<file path="src/rtl/core/dotp_pkg.sv">
// Package for the DHCP option TLV parser: event codes, walk phases and option
// classification. It has no dependencies. The output interface and the top level use it.
`default_nettype none

package dotp_pkg;

    localparam int VALUE_W = 48;

    typedef enum logic [3:0] {
        EV_MASK    = 4'd0,
        EV_ROUTER  = 4'd1,
        EV_DNS     = 4'd2,
        EV_BCAST   = 4'd3,
        EV_REQ_IP  = 4'd4,
        EV_SERV_IP = 4'd5,
        EV_LEASE   = 4'd6,
        EV_RENEW   = 4'd7,
        EV_REBIND  = 4'd8,
        EV_MSGTYPE = 4'd9,
        EV_MAC     = 4'd10,
        EV_HOST    = 4'd11,
        EV_DOMAIN  = 4'd12,
        EV_VENDOR  = 4'd13,
        EV_DONE    = 4'd14,
        EV_ERROR   = 4'd15
    } evt_t;

    typedef enum logic [2:0] {
        PH_IDLE    = 3'd0,
        PH_CODE    = 3'd1,
        PH_LEN     = 3'd2,
        PH_VALUE   = 3'd3,
        PH_MSG     = 3'd4,
        PH_MACTYPE = 3'd5,
        PH_STR     = 3'd6,
        PH_SKIP    = 3'd7
    } phase_t;

    typedef enum logic [2:0] {
        KIND_SKIP  = 3'd0,
        KIND_FIXED = 3'd1,
        KIND_MSG   = 3'd2,
        KIND_MAC   = 3'd3,
        KIND_STR   = 3'd4,
        KIND_END   = 3'd5
    } kind_t;

    typedef struct packed {
        kind_t kind;
        evt_t  evt;
    } opt_class_t;

    localparam logic [7:0] OPT_MASK    = 8'd1;
    localparam logic [7:0] OPT_ROUTER  = 8'd3;
    localparam logic [7:0] OPT_DNS     = 8'd6;
    localparam logic [7:0] OPT_HOST    = 8'd12;
    localparam logic [7:0] OPT_DOMAIN  = 8'd15;
    localparam logic [7:0] OPT_BCAST   = 8'd28;
    localparam logic [7:0] OPT_REQ_IP  = 8'd50;
    localparam logic [7:0] OPT_LEASE   = 8'd51;
    localparam logic [7:0] OPT_MSGTYPE = 8'd53;
    localparam logic [7:0] OPT_SERV_IP = 8'd54;
    localparam logic [7:0] OPT_RENEW   = 8'd58;
    localparam logic [7:0] OPT_REBIND  = 8'd59;
    localparam logic [7:0] OPT_VENDOR  = 8'd60;
    localparam logic [7:0] OPT_CLID    = 8'd61;
    localparam logic [7:0] OPT_END     = 8'hFF;

    // Required length of the fixed options, of the client id option, and its
    // expected hardware type.
    localparam logic [7:0] FIXED_LEN    = 8'd4;
    localparam int         CLID_LEN     = 7;
    localparam logic [7:0] CLID_HW_TYPE = 8'd1;

    // Fewest bytes left in the area that still let a new option begin.
    localparam int MIN_REMAIN = 3;

    function automatic opt_class_t dotp_classify(input logic [7:0] code);
        opt_class_t c;
        c.kind = KIND_SKIP;
        c.evt  = EV_MASK;
        unique case (code)
            OPT_MASK:    begin c.kind = KIND_FIXED; c.evt = EV_MASK;     end
            OPT_ROUTER:  begin c.kind = KIND_FIXED; c.evt = EV_ROUTER;   end
            OPT_DNS:     begin c.kind = KIND_FIXED; c.evt = EV_DNS;      end
            OPT_BCAST:   begin c.kind = KIND_FIXED; c.evt = EV_BCAST;    end
            OPT_REQ_IP:  begin c.kind = KIND_FIXED; c.evt = EV_REQ_IP;   end
            OPT_SERV_IP: begin c.kind = KIND_FIXED; c.evt = EV_SERV_IP;  end
            OPT_LEASE:   begin c.kind = KIND_FIXED; c.evt = EV_LEASE;    end
            OPT_RENEW:   begin c.kind = KIND_FIXED; c.evt = EV_RENEW;    end
            OPT_REBIND:  begin c.kind = KIND_FIXED; c.evt = EV_REBIND;   end
            OPT_MSGTYPE: begin c.kind = KIND_MSG;   c.evt = EV_MSGTYPE;  end
            OPT_CLID:    begin c.kind = KIND_MAC;   c.evt = EV_MAC;      end
            OPT_HOST:    begin c.kind = KIND_STR;   c.evt = EV_HOST;     end
            OPT_DOMAIN:  begin c.kind = KIND_STR;   c.evt = EV_DOMAIN;   end
            OPT_VENDOR:  begin c.kind = KIND_STR;   c.evt = EV_VENDOR;   end
            OPT_END:     begin c.kind = KIND_END;   c.evt = EV_MASK;     end
            default:     begin c.kind = KIND_SKIP;  c.evt = EV_MASK;     end
        endcase
        return c;
    endfunction

endpackage

`default_nettype wire

</file>
<file path="src/rtl/core/dotp_opt_if.sv">
// Input channel of the DHCP option TLV parser: start items and option bytes.
// It depends on nothing else. The area length width is a parameter.
`default_nettype none

interface dotp_opt_if #(
    parameter int AREA_LEN_BITS = 11
);
    logic                     valid;
    logic                     ready;
    logic                     action;
    logic [7:0]               data_byte;
    logic [AREA_LEN_BITS-1:0] area_length;

    modport source (output valid, output action, output data_byte, output area_length,
                    input ready);
    modport sink   (input valid, input action, input data_byte, input area_length,
                    output ready);
endinterface

`default_nettype wire

</file>
<file path="src/rtl/core/dotp_evt_if.sv">
// Output channel of the DHCP option TLV parser: one event per transfer.
// It depends on dotp_pkg for the value width.
`default_nettype none

interface dotp_evt_if;
    logic                         valid;
    logic                         ready;
    logic [3:0]                   event_res;
    logic [dotp_pkg::VALUE_W-1:0] value;
    logic                         string_last;

    modport source (output valid, output event_res, output value, output string_last,
                    input ready);
    modport sink   (input valid, input event_res, input value, input string_last,
                    output ready);
endinterface

`default_nettype wire

</file>
<file path="src/rtl/core/dhcp_option_tlv_parser.sv">
// DHCP options area parser, one byte per transfer.
// It depends on dotp_pkg, dotp_opt_if and dotp_evt_if.
//
// Usage: opt_stream carries either a start item (action 0, with area_length) or
// one option byte (action 1, with data_byte). A start item aborts any walk in
// progress. evt_stream carries the events: decoded addresses, times, message
// type, client MAC, string bytes with string_last on the final one, and a
// closing done or error. Each input transfer gives zero or one event.
//
// The event caused by an item is valid in the cycle after its transfer. The
// parser sustains one item per cycle. The walk state and the single output
// register both update at the same edge, so a new item is accepted while the
// previous event is being taken. When the receiver stalls with an event
// pending, opt_stream.ready drops until that event goes.
//
// Reset leaves the parser idle with no event pending. Option bytes that
// arrive while idle are accepted and dropped.
`default_nettype none

module dhcp_option_tlv_parser #(
    parameter int MAX_OPTION_LEN = 30,
    parameter int AREA_LEN_BITS  = 11
) (
    input  wire logic   clk,
    input  wire logic   rst_n,
    dotp_opt_if.sink    opt_stream,
    dotp_evt_if.source  evt_stream
);
    import dotp_pkg::*;

    localparam int LEN_W  = $clog2(MAX_OPTION_LEN);
    localparam int NEED_W = ((AREA_LEN_BITS > 9) ? AREA_LEN_BITS : 9) + 1;

    phase_t                   phase_reg,  phase_next;
    logic [7:0]               code_reg,   code_next;
    logic [LEN_W-1:0]         len_reg,    len_next;
    logic [LEN_W-1:0]         seen_reg,   seen_next;
    logic [AREA_LEN_BITS-1:0] remain_reg, remain_next;
    logic [VALUE_W-1:0]       acc_reg,    acc_next;

    logic                     ovalid_reg;
    evt_t                     oevent_reg;
    logic [VALUE_W-1:0]       ovalue_reg;
    logic                     olast_reg;

    logic                     in_fire;
    logic                     res_valid;
    evt_t                     res_event;
    logic [VALUE_W-1:0]       res_value;
    logic                     res_last;

    opt_class_t               cls;
    logic [7:0]               b;
    logic [NEED_W-1:0]        need;
    logic [NEED_W-1:0]        remain_ext;
    logic [AREA_LEN_BITS-1:0] remain_after;
    logic [LEN_W-1:0]         seen_inc;
    logic                     seen_full;

    assign opt_stream.ready = !ovalid_reg || evt_stream.ready;
    assign in_fire          = opt_stream.valid && opt_stream.ready;

    assign b            = opt_stream.data_byte;
    assign cls          = dotp_classify(code_reg);
    assign need         = NEED_W'(b) + NEED_W'(2);
    assign remain_ext   = NEED_W'(remain_reg);
    assign remain_after = (remain_ext >= need) ? AREA_LEN_BITS'(remain_ext - need)
                                               : '0;
    assign seen_inc     = seen_reg + LEN_W'(1);
    assign seen_full    = (seen_inc >= len_reg);

    always_comb
    begin
        phase_next  = phase_reg;
        code_next   = code_reg;
        len_next    = len_reg;
        seen_next   = seen_reg;
        remain_next = remain_reg;
        acc_next    = acc_reg;
        res_valid   = 1'b0;
        res_event   = EV_DONE;
        res_value   = '0;
        res_last    = 1'b0;

        if (!opt_stream.action)
        begin
            code_next   = '0;
            len_next    = '0;
            seen_next   = '0;
            acc_next    = '0;
            remain_next = AREA_LEN_BITS'(opt_stream.area_length);
            if (AREA_LEN_BITS'(opt_stream.area_length) < AREA_LEN_BITS'(MIN_REMAIN))
            begin
                phase_next = PH_IDLE;
                res_valid  = 1'b1;
                res_event  = EV_DONE;
            end
            else
            begin
                phase_next = PH_CODE;
            end
        end
        else
        begin
            unique case (phase_reg)
                PH_IDLE:
                begin
                end
                PH_CODE:
                begin
                    if (remain_reg < AREA_LEN_BITS'(MIN_REMAIN))
                    begin
                        phase_next = PH_IDLE;
                        res_valid  = 1'b1;
                        res_event  = EV_DONE;
                    end
                    else
                    begin
                        code_next  = b;
                        phase_next = PH_LEN;
                    end
                end
                PH_LEN:
                begin
                    remain_next = remain_after;
                    if (9'(b) >= 9'(MAX_OPTION_LEN))
                    begin
                        phase_next = PH_IDLE;
                        res_valid  = 1'b1;
                        res_event  = EV_ERROR;
                    end
                    else
                    begin
                        len_next  = LEN_W'(b);
                        seen_next = '0;
                        acc_next  = '0;
                        priority if (cls.kind == KIND_END)
                        begin
                            phase_next = PH_IDLE;
                            res_valid  = 1'b1;
                            res_event  = EV_DONE;
                        end
                        else if (cls.kind == KIND_FIXED)
                        begin
                            if (b != FIXED_LEN)
                            begin
                                phase_next = PH_IDLE;
                                res_valid  = 1'b1;
                                res_event  = EV_ERROR;
                            end
                            else
                            begin
                                phase_next = PH_VALUE;
                            end
                        end
                        else if (cls.kind == KIND_MAC)
                        begin
                            phase_next = PH_MACTYPE;
                        end
                        else if (b == 8'd0)
                        begin
                            // Empty option: the next header starts right away.
                            if (remain_after < AREA_LEN_BITS'(MIN_REMAIN))
                            begin
                                phase_next = PH_IDLE;
                                res_valid  = 1'b1;
                                res_event  = EV_DONE;
                            end
                            else
                            begin
                                phase_next = PH_CODE;
                            end
                        end
                        else if (cls.kind == KIND_MSG)
                        begin
                            phase_next = PH_MSG;
                        end
                        else if (cls.kind == KIND_STR)
                        begin
                            phase_next = PH_STR;
                        end
                        else
                        begin
                            phase_next = PH_SKIP;
                        end
                    end
                end
                PH_MACTYPE:
                begin
                    if (len_reg != LEN_W'(CLID_LEN) || b != CLID_HW_TYPE)
                    begin
                        phase_next = PH_IDLE;
                        res_valid  = 1'b1;
                        res_event  = EV_ERROR;
                    end
                    else
                    begin
                        // The type byte counts as the first value byte.
                        seen_next  = LEN_W'(1);
                        phase_next = PH_VALUE;
                    end
                end
                PH_VALUE:
                begin
                    acc_next  = {acc_reg[VALUE_W-9:0], b};
                    seen_next = seen_inc;
                    if (seen_full)
                    begin
                        phase_next = PH_CODE;
                        res_valid  = 1'b1;
                        res_event  = cls.evt;
                        res_value  = {acc_reg[VALUE_W-9:0], b};
                    end
                end
                PH_MSG:
                begin
                    seen_next  = LEN_W'(1);
                    phase_next = (len_reg > LEN_W'(1)) ? PH_SKIP : PH_CODE;
                    res_valid  = 1'b1;
                    res_event  = EV_MSGTYPE;
                    res_value  = VALUE_W'(b);
                end
                PH_STR:
                begin
                    seen_next = seen_inc;
                    res_valid = 1'b1;
                    res_event = cls.evt;
                    res_value = VALUE_W'(b);
                    res_last  = seen_full;
                    if (seen_full)
                    begin
                        phase_next = PH_CODE;
                    end
                end
                PH_SKIP:
                begin
                    seen_next = seen_inc;
                    if (seen_full)
                    begin
                        if (remain_reg < AREA_LEN_BITS'(MIN_REMAIN))
                        begin
                            phase_next = PH_IDLE;
                            res_valid  = 1'b1;
                            res_event  = EV_DONE;
                        end
                        else
                        begin
                            phase_next = PH_CODE;
                        end
                    end
                end
                default:
                begin
                end
            endcase
        end
    end

    always_ff @(posedge clk or negedge rst_n)
    begin
        if (!rst_n)
        begin
            phase_reg  <= PH_IDLE;
            code_reg   <= '0;
            len_reg    <= '0;
            seen_reg   <= '0;
            remain_reg <= '0;
            acc_reg    <= '0;
        end
        else if (in_fire)
        begin
            phase_reg  <= phase_next;
            code_reg   <= code_next;
            len_reg    <= len_next;
            seen_reg   <= seen_next;
            remain_reg <= remain_next;
            acc_reg    <= acc_next;
        end
    end

    always_ff @(posedge clk or negedge rst_n)
    begin
        if (!rst_n)
        begin
            ovalid_reg <= 1'b0;
        end
        else if (opt_stream.ready)
        begin
            ovalid_reg <= in_fire && res_valid;
        end
    end

    always_ff @(posedge clk)
    begin
        if (in_fire && res_valid)
        begin
            oevent_reg <= res_event;
            ovalue_reg <= res_value;
            olast_reg  <= res_last;
        end
    end

    assign evt_stream.valid       = ovalid_reg;
    assign evt_stream.event_res   = oevent_reg;
    assign evt_stream.value       = ovalue_reg;
    assign evt_stream.string_last = olast_reg;

    // A pending event that is not taken must block further input.
    a_stall_blocks_input: assert property (@(posedge clk) disable iff (!rst_n)
        (ovalid_reg && !evt_stream.ready) |-> !opt_stream.ready)
        else $error("input accepted while an event is stalled");

    // Done and error always close the walk.
    a_close_to_idle: assert property (@(posedge clk) disable iff (!rst_n)
        (in_fire && res_valid && (res_event == EV_DONE || res_event == EV_ERROR))
            |=> (phase_reg == PH_IDLE))
        else $error("walk still active after done or error");

    // The string end mark only rides on string byte events.
    a_last_on_string: assert property (@(posedge clk) disable iff (!rst_n)
        (ovalid_reg && olast_reg) |->
            (oevent_reg == EV_HOST || oevent_reg == EV_DOMAIN || oevent_reg == EV_VENDOR))
        else $error("string_last set on a non-string event");

    // While inside an option body the byte count stays below the length.
    a_seen_in_range: assert property (@(posedge clk) disable iff (!rst_n)
        (phase_reg == PH_VALUE || phase_reg == PH_STR || phase_reg == PH_SKIP)
            |-> (seen_reg < len_reg))
        else $error("option byte count ran past its length");

endmodule

`default_nettype wire
</file>
<file path="src/flat_wrapper.sv">
// flat-port wrapper written by rule: the top's interface ports become plain ports
module dhcp_option_tlv_parser_flat import dotp_pkg::*;
#(
    parameter int MAX_OPTION_LEN = 30,
    parameter int AREA_LEN_BITS  = 11
)
  (clk, rst_n, opt_stream_valid, opt_stream_action, opt_stream_data_byte, opt_stream_area_length, opt_stream_ready, evt_stream_valid, evt_stream_event_res, evt_stream_value, evt_stream_string_last, evt_stream_ready);
  dotp_opt_if #(.AREA_LEN_BITS(AREA_LEN_BITS)) opt_stream_i ();
  dotp_evt_if evt_stream_i ();
  input  wire logic clk;
  input  wire logic rst_n;
  input wire logic [$bits(opt_stream_i.valid)-1:0] opt_stream_valid;
  input wire logic [$bits(opt_stream_i.action)-1:0] opt_stream_action;
  input wire logic [$bits(opt_stream_i.data_byte)-1:0] opt_stream_data_byte;
  input wire logic [$bits(opt_stream_i.area_length)-1:0] opt_stream_area_length;
  output wire logic [$bits(opt_stream_i.ready)-1:0] opt_stream_ready;
  output wire logic [$bits(evt_stream_i.valid)-1:0] evt_stream_valid;
  output wire logic [$bits(evt_stream_i.event_res)-1:0] evt_stream_event_res;
  output wire logic [$bits(evt_stream_i.value)-1:0] evt_stream_value;
  output wire logic [$bits(evt_stream_i.string_last)-1:0] evt_stream_string_last;
  input wire logic [$bits(evt_stream_i.ready)-1:0] evt_stream_ready;
  assign opt_stream_i.valid = opt_stream_valid;
  assign opt_stream_i.action = opt_stream_action;
  assign opt_stream_i.data_byte = opt_stream_data_byte;
  assign opt_stream_i.area_length = opt_stream_area_length;
  assign opt_stream_ready = opt_stream_i.ready;
  assign evt_stream_valid = evt_stream_i.valid;
  assign evt_stream_event_res = evt_stream_i.event_res;
  assign evt_stream_value = evt_stream_i.value;
  assign evt_stream_string_last = evt_stream_i.string_last;
  assign evt_stream_i.ready = evt_stream_ready;
  dhcp_option_tlv_parser #(.MAX_OPTION_LEN(MAX_OPTION_LEN), .AREA_LEN_BITS(AREA_LEN_BITS)) u_core (.clk(clk), .rst_n(rst_n), .opt_stream(opt_stream_i), .evt_stream(evt_stream_i));
endmodule
</file>
<file path="config.mk">
export PLATFORM = sky130hd
export DESIGN_NAME = dhcp_option_tlv_parser_flat
export DESIGN_NICKNAME = d
export VERILOG_FILES = /design/src/rtl/core/dotp_pkg.sv /design/src/rtl/core/dotp_opt_if.sv /design/src/rtl/core/dotp_evt_if.sv /design/src/rtl/core/dhcp_option_tlv_parser.sv /design/src/flat_wrapper.sv
export SDC_FILE = /design/constraint.sdc
export NUM_CORES = 1
export LEC_CHECK = 0
export BUFFER_PORTS_ARGS = -buffer_cell sky130_fd_sc_hd__buf_4
export CAP_MARGIN = 10
export CORE_ASPECT_RATIO = 0.8
export CORE_MARGIN = 2
export CORE_UTILIZATION = 50
export DETAILED_ROUTE_END_ITERATION = 10
export HOLD_SLACK_MARGIN = 0.15
export PLACE_DENSITY = 0.73
export SLEW_MARGIN = 20
export SYNTH_ARGS = -nofsm -noshare
export SYNTH_HDL_FRONTEND = slang
export SYNTH_SLANG_ARGS = --single-unit
</file>
<file path="constraint.sdc">
create_clock -name clk -period 5.8 [get_ports clk]
set_clock_uncertainty 0.2 [all_clocks]
set_input_delay 0.29 -clock clk [delete_from_list [all_inputs] [get_ports clk]]
set_output_delay 0.29 -clock clk [all_outputs]
set_load 0.02 [all_outputs]
</file>
* Yosys cells after proc, flatten, opt, wreduce, memory -nomap -nowiden
Cells that the tools add are included.
Operators by class: multiplexer cells 58, add/subtract/negate cells 3, equality and inequality tests 41, $lt $le $gt $ge 7, reductions and logical operators 16
Operators with widths (count):
- 7-bit case mux with 15 select lines | 1
- 48-bit case mux with 2 select lines | 1
- 40-bit two-way mux | 2
- 40-bit case mux with 2 select lines | 1
- 8-bit by 6-bit equality test with 1-bit output (second input constant) | 8
- 48-bit two-way mux | 1
- 11-bit by 2-bit less-than comparator with 1-bit output (second input constant) | 3
- 11-bit two-way mux | 3
- 3-bit two-way mux | 10
- 5-bit two-way mux | 6
- 8-bit two-way mux | 3
- 1-bit two-way mux | 20
- 4-bit case mux with 5 select lines | 1
- 5-bit case mux with 4 select lines | 1
- 3-bit equality test (second input constant) | 6
- 3-bit case mux with 6 select lines | 1
- 8-bit by 4-bit equality test with 1-bit output (second input constant) | 2
- 3-bit by 2-bit equality test with 1-bit output (second input constant) | 4
- 11-bit by 12-bit greater-or-equal comparator with 1-bit output | 1
- 4-bit two-way mux | 3
- 11-bit subtractor | 1
- 8-bit by 2-bit adder with 9-bit output (second input constant) | 1
- 3-bit AND reduction | 3
- 8-bit by 1-bit equality test with 1-bit output (second input constant) | 1
- other kinds (29) | 41
Storage, ports and cells: output and inout port bits 55, logic and storage cells 135, input port bits 24, register bits after elaboration 126

* Depth between registers and ports, before layout
depth after elaboration 13, depth in mapped cells 12, mapped depth without buffers 12

* Worst setup path before layout
Ideal clock, no wire load.
kind input-to-reg, start point in opt_stream_data_byte[2], end point reg u_core.oevent_reg[0], in the netlist u_core.evt_stream.event_res[0], enable pin, setup time 495 ps, data arrival time 5408 ps, stages 12, required time 5105 ps, slack -303 ps, path buffers 1, cells stage by stage and4_1 -> nand2_1 -> xor2_1 -> ha_1 -> buf_2 -> a211o_1 -> nor2_1 -> a2111oi_2 -> a211oi_1 -> xor2_1 -> or4_4 -> a31oi_1
Between the ends: longest elaborated chain between the ends 13, elaborated cells on any way between the ends 21
RTL lines:
- from (decl) | line flat_wrapper.sv:14 | input wire logic [$bits(opt_stream_i.data_byte)-1:0] opt_stream_data_byte;
- 8-bit by 2-bit adder with 9-bit output | line dhcp_option_tlv_parser.sv:65 | assign need = NEED_W'(b) + NEED_W'(2);
- 11-bit subtractor / 11-bit by 12-bit greater-or-equal comparator with 1-bit output (equally long branches) | line dhcp_option_tlv_parser.sv:67 | assign remain_after = (remain_ext >= need) ? AREA_LEN_BITS'(remain_ext - need)
- 11-bit two-way mux | line dhcp_option_tlv_parser.sv:67
- 11-bit by 2-bit less-than comparator with 1-bit output | line dhcp_option_tlv_parser.sv:163 | if (remain_after < AREA_LEN_BITS'(MIN_REMAIN))
- 1-bit two-way mux | line dhcp_option_tlv_parser.sv:163
- 1-bit two-way mux | line dhcp_option_tlv_parser.sv:160 | else if (b == 8'd0)
- 1-bit two-way mux | line dhcp_option_tlv_parser.sv:156 | else if (cls.kind == KIND_MAC)
- 1-bit two-way mux | line dhcp_option_tlv_parser.sv:143 | else if (cls.kind == KIND_FIXED)
- 1-bit two-way mux | line dhcp_option_tlv_parser.sv:137 | priority if (cls.kind == KIND_END)
- 1-bit two-way mux | line dhcp_option_tlv_parser.sv:126 | if (9'(b) >= 9'(MAX_OPTION_LEN))
- 1-bit case mux with 6 select lines (*) | line dhcp_option_tlv_parser.sv:105 | unique case (phase_reg)
- 1-bit two-way mux (*) | line dhcp_option_tlv_parser.sv:85 | if (!opt_stream.action)
- 1-bit logical AND (*) | line dhcp_option_tlv_parser.sv:295 | if (in_fire && res_valid)
- to (signal assigned) | line dhcp_option_tlv_parser.sv:297 | oevent_reg <= res_event;
- to (decl) | line dhcp_option_tlv_parser.sv:42 | evt_t oevent_reg;
Mark *: on every way between the ends. The rest lies on a longest branch, timed or not. A chain may end at the register's enable or synchronous reset.

* Worst setup path after layout
start point in opt_stream_data_byte[5], end point reg u_core.ovalue_reg[43], in the netlist u_core.evt_stream.value[43], enable pin
Between the ends: longest elaborated chain between the ends 13, elaborated cells on any way between the ends 21
RTL lines:
- 8-bit by 2-bit adder with 9-bit output | line dhcp_option_tlv_parser.sv:65
- 11-bit subtractor / 11-bit by 12-bit greater-or-equal comparator with 1-bit output (equally long branches) | line dhcp_option_tlv_parser.sv:67
- 11-bit two-way mux | line dhcp_option_tlv_parser.sv:67
- 11-bit by 2-bit less-than comparator with 1-bit output | line dhcp_option_tlv_parser.sv:163
- 1-bit two-way mux | line dhcp_option_tlv_parser.sv:163
- 1-bit two-way mux | line dhcp_option_tlv_parser.sv:160
- 1-bit two-way mux | line dhcp_option_tlv_parser.sv:156
- 1-bit two-way mux | line dhcp_option_tlv_parser.sv:143
- 1-bit two-way mux | line dhcp_option_tlv_parser.sv:137
- 1-bit two-way mux | line dhcp_option_tlv_parser.sv:126
- 1-bit case mux with 6 select lines (*) | line dhcp_option_tlv_parser.sv:105
- 1-bit two-way mux (*) | line dhcp_option_tlv_parser.sv:85
- 1-bit logical AND (*) | line dhcp_option_tlv_parser.sv:295
- to (signal assigned) | line dhcp_option_tlv_parser.sv:298 | ovalue_reg <= res_value;
- to (decl) | line dhcp_option_tlv_parser.sv:43 | logic [VALUE_W-1:0] ovalue_reg;
Marked as above.

==> Flow_metrics.wiki <==
{| class="wikitable"
! Metric !! Value
|-
| Relative contribution of sequential cells to total power || 35.9%
|-
| Setup repair after global routing missed its margin || no
|-
| Insertion delay of the later-clocked pin in the worst-skew pair || 0.42 ns
|-
| Clock tree from TritonCTS || yes
|-
| Synthesized flop and latch total || 126
|-
| Overall die area || 14,400 um2
|-
| Global-route wire length before repair || 27.40 mm
|-
| Type of the worst setup path || primary input to flip-flop
|-
| Count of flip-flops with a built-in enable after synthesis || 53
|-
| Timing-limited maximum frequency || 245.4 MHz
|-
| Post-CTS Resized || 0
|-
| Max FFs per register || 48
|-
| Share of layout cells above drive strength 1 || 17.32%
|-
| Port Buf Inserts || 78
|-
| Sum Neg Setup Slack || 0 ns
|-
| Total net switching power || 0.001331 W
|-
| Mean area per synthesized cell || 9.663 um2
|-
| Top_reg_cell synth || dfrtp_1
|-
| Number of distinct library cells after synthesis || 77
|-
| Initial Utilization || 51.70%
|-
| Number of I/O pins || 79
|-
| Total global routing track utilization || 24.58%
|-
| Worst setup startpoint || opt_stream_data_byte[5]
|-
| Kind of launch point of the worst setup path || primary input
|-
| Post-detailed-route via-to-cell ratio || 5.882
|-
| Crit end category || flip-flop
|-
| Total number of nets in the final design || 819
|-
| Startpoint of the most critical hold path || opt_stream_data_byte[0]
|-
| Number of maximum-capacitance violations || 0
|-
| Routed WL per cell || 17.57 um
|-
| Count leader, synth || nand2_1
|-
| Via count of the first global-routing pass || 5,372
|-
| Largest fanout on the critical path || 53
|-
| Area of the core || 13,010 um2
|-
| Arrival time at the worst endpoint || 3.92 ns
|-
| Max Root-Sink Buffers || 2
|-
| Number of buffers created by CTS || 17
|-
| Relative contribution of combinational cells to total power || 33.1%
|-
| Setup Viol. Count Final || 0
|-
| Relative area change from synthesis to final layout || 22.42%
|-
| Antenna-violating nets left || 0
|-
| Post-route clock period utilization || 70.27%
|-
| Post-synth top cells || nand2_1 (112), dfrtp_1 (73), o21ai_0 (64)
|-
| Worst VDD drop || 0.0002190 V
|-
| Slew at the pin closest to its max-slew limit || 0.9390 ns
|-
| Floorplan die width || 133.7 um
|-
| Number of antenna violations at the first check in global routing || 0
|-
| Total Routed Length || 16.97 mm
|-
| Top-area cell type share of the netlist area || 27.16%
|-
| Min cycle time layout || 4.075 ns
|-
| Clk Tree Root Cell || clkbuf_16
|-
| Cell leakage power || 3.366 nW
|-
| Antenna fix cells || 0
|-
| Initial drt markers || 578
|-
| Final cell count without fillers || 966
|-
| Class of the worst hold path || primary input to flip-flop
|-
| Part of the Yosys area used for sequential elements || 50.83%
|-
| Startpoint of the most critical register-to-register path || u_core.remain_reg[0]$_DFFE_PN0P_
|-
| FFs w/ async S/R, synth || 57.94%
|-
| Net Count, Synth || 737
|-
| Post-DP HPWL || 11.67 mm
|-
| Final hold violations || 0
|-
| Data required time of the worst path || 5.65 ns
|-
| Status || finished, final reports clean
|-
| Number of cells traversed by the worst hold path || 3
|-
| Library cell occupying the most area in the post-synthesis netlist || dfrtp_1
|-
| Weighted congestion reported at the end of routability-driven placement || 0.9042
|-
| Total number of H-tree levels || 4
|-
| Fill cells || 1,035
|-
| Clock sink total || 126
|-
| Total number of yosys warnings || 0
|-
| Count of vias placed by the detailed router || 5,682
|-
| Placed Cells || 915
|-
| Global-route congestion overflow total || 0
|-
| Synthesized instance count || 696
|-
| Total power divided by cell area || 431.4 nW/um2
|-
| Number of rows created at floorplan || 37
|-
| Tightest slew margin relative to the limit || 37.40%
|-
| Clock edge transition at the registers on the reported setup and hold paths || 0.06 ns
|-
| Max Slew Vio Count || 0
|-
| Post-synthesis instance area || 6725 um2
|-
| DRC Markers || 0
|-
| Int Pwr || 0.002220 W
|-
| Vertical extent of the die || 107.7 um
|-
| Part of the total power dissipated in the clock network || 31.0%
|-
| Largest net degree at the start of global routing || 74
|-
| Cell depth of the worst flop-to-flop path || 11
|-
| 1st-pass router iterations || 6
|-
| Switching fraction of total power || 37.48%
|-
| Top cells by area, synth || dfrtp_1 (27%), edfxtp_1 (24%), nand2_1 (6.3%), o21ai_0 (4.8%), and2_1 (4.1%)
|}
==> timing repair <==
item,in CTS,in global routing
hold buffers,19,0
setup buffers,0,0
hold endpoints to repair,91,0
==> metrics by stage <==
stage / total power [W] / instance area, um2 / util, % / hold WS, ns / worst slack [ns]
floorplan: 0.002089 / 6731 / - / -0.2056 / 0.9849
global placement: 0.002404 / 7421 / 57.05 / 0.2558 / 1.738
detailed placement: 0.002430 / 7421 / 57.05 / 0.2860 / 1.596
CTS: 0.003547 / 8230 / 63.27 / 0.1607 / 1.759
global route: 0.003748 / 8233 / 63.29 / 0.1873 / 1.437
finish: 0.003552 / 8233 / 63.29 / 0.1548 / 1.725
==> layout make-up <==
cell class / count / area, um2 / share of cell area (%)
Sequential cell: 126 / 3418 / 41.52
Timing Repair Buffer: 102 / 813.3 / 9.878
Inverter: 22 / 82.58 / 1.003
Clock inverter: 14 / 180.2 / 2.188
Multi-Input combinational cell: 509 / 3080 / 37.42
Clock buffer: 18 / 439.2 / 5.334
Tap cell: 175 / 219.0 / 2.660
==> layout by cell type (no fill, tap or decap), types with 3 or more instances in the layout <==
master / instances
inv_1: 21
nor2_1: 41
nand3_1: 13
a211oi_1: 10
o2111ai_1: 3
a22o_1: 15
xor2_1: 7
a21oi_1: 34
o21ai_1: 8
bufinv_16: 3
and3_1: 5
inv_6: 5
dfrtp_1: 73
ha_1: 16
nor3_1: 14
or2_1: 4
o211a_1: 3
nand2_1: 112
nor3b_1: 4
nor2b_1: 5
edfxtp_1: 53
nand4_1: 3
o21ai_0: 64
a221oi_1: 5
and2_1: 44
a31oi_1: 3
clkinvlp_4: 5
o22ai_1: 4
xnor2_1: 5
nand2b_1: 8
nand3b_1: 4
nor4_1: 6
o211ai_1: 7
dlygate4sd3_1: 19
buf_4: 83
a211o_1: 3
a22oi_1: 3
clkbuf_16: 17
==> metal layers <==
metal	track usage, %	wire length, um	part of all wire (%)
met5	0	0	0
met4	8.967	331	2.0
met3	4.661	1029	6.1
met2	38.29	7867	46
met1	34.51	7745	46
==> power by group through the flow <==
stage	clock, W	sequential (W)	combinational [W]
floorplan	0	0.00124	0.000853
global placement	0	0.00128	0.00112
detailed placement	0	0.00129	0.00114
CTS	0.00111	0.00127	0.00116
global route	0.00115	0.00130	0.00130
finish	0.00110	0.00128	0.00118
==> final timing paths <==
kind	end	slack (ns)
setup / recovery	u_core.evt_stream.value[43]$_SDFFCE_PN0P_	1.72
hold / removal	u_core.code_reg[0]$_DFFE_PN0P_	0.15
setup reg to reg	u_core.evt_stream.value[43]$_SDFFCE_PN0P_	1.94
hold reg to reg	u_core.acc_reg[37]$_DFFE_PN0P_	0.30
max in group asynchronous	u_core.len_reg[4]$_DFFE_PN0P_	4.42
min in group asynchronous	u_core.acc_reg[32]$_DFFE_PN0P_	0.36
==> worst max-delay path, stage by stage <==
cell and delay, ns:
dlygate4sd3_1 0.52, buf_4 0.15, nand2_1 0.07, xor2_1 0.16, ha_1 0.45, nand2_1 0.14
nor4_1 0.33, o31ai_1 0.16, a211oi_1 0.25, nand4_1 0.18, or4_4 0.47, a31oi_4 0.16
buf_4 0.55
==> logic make-up (layout without fill, tap and decap cells) <==
logic type | after synthesis | count (layout) | share of synthesized area [%]
muxes | 2 | 2 | 0.2977
buffers and inverters | 61 | 156 | 3.702
and+or+nand+nor | 290 | 290 | 22.21
adders and majority gates | 18 | 18 | 3.423
xor gates and xnor gates | 12 | 12 | 1.563
DFF | 126 | 126 | 50.83
AOI/OAI and AO/OA | 187 | 187 | 17.97
(Power assumes the default switching activity.)
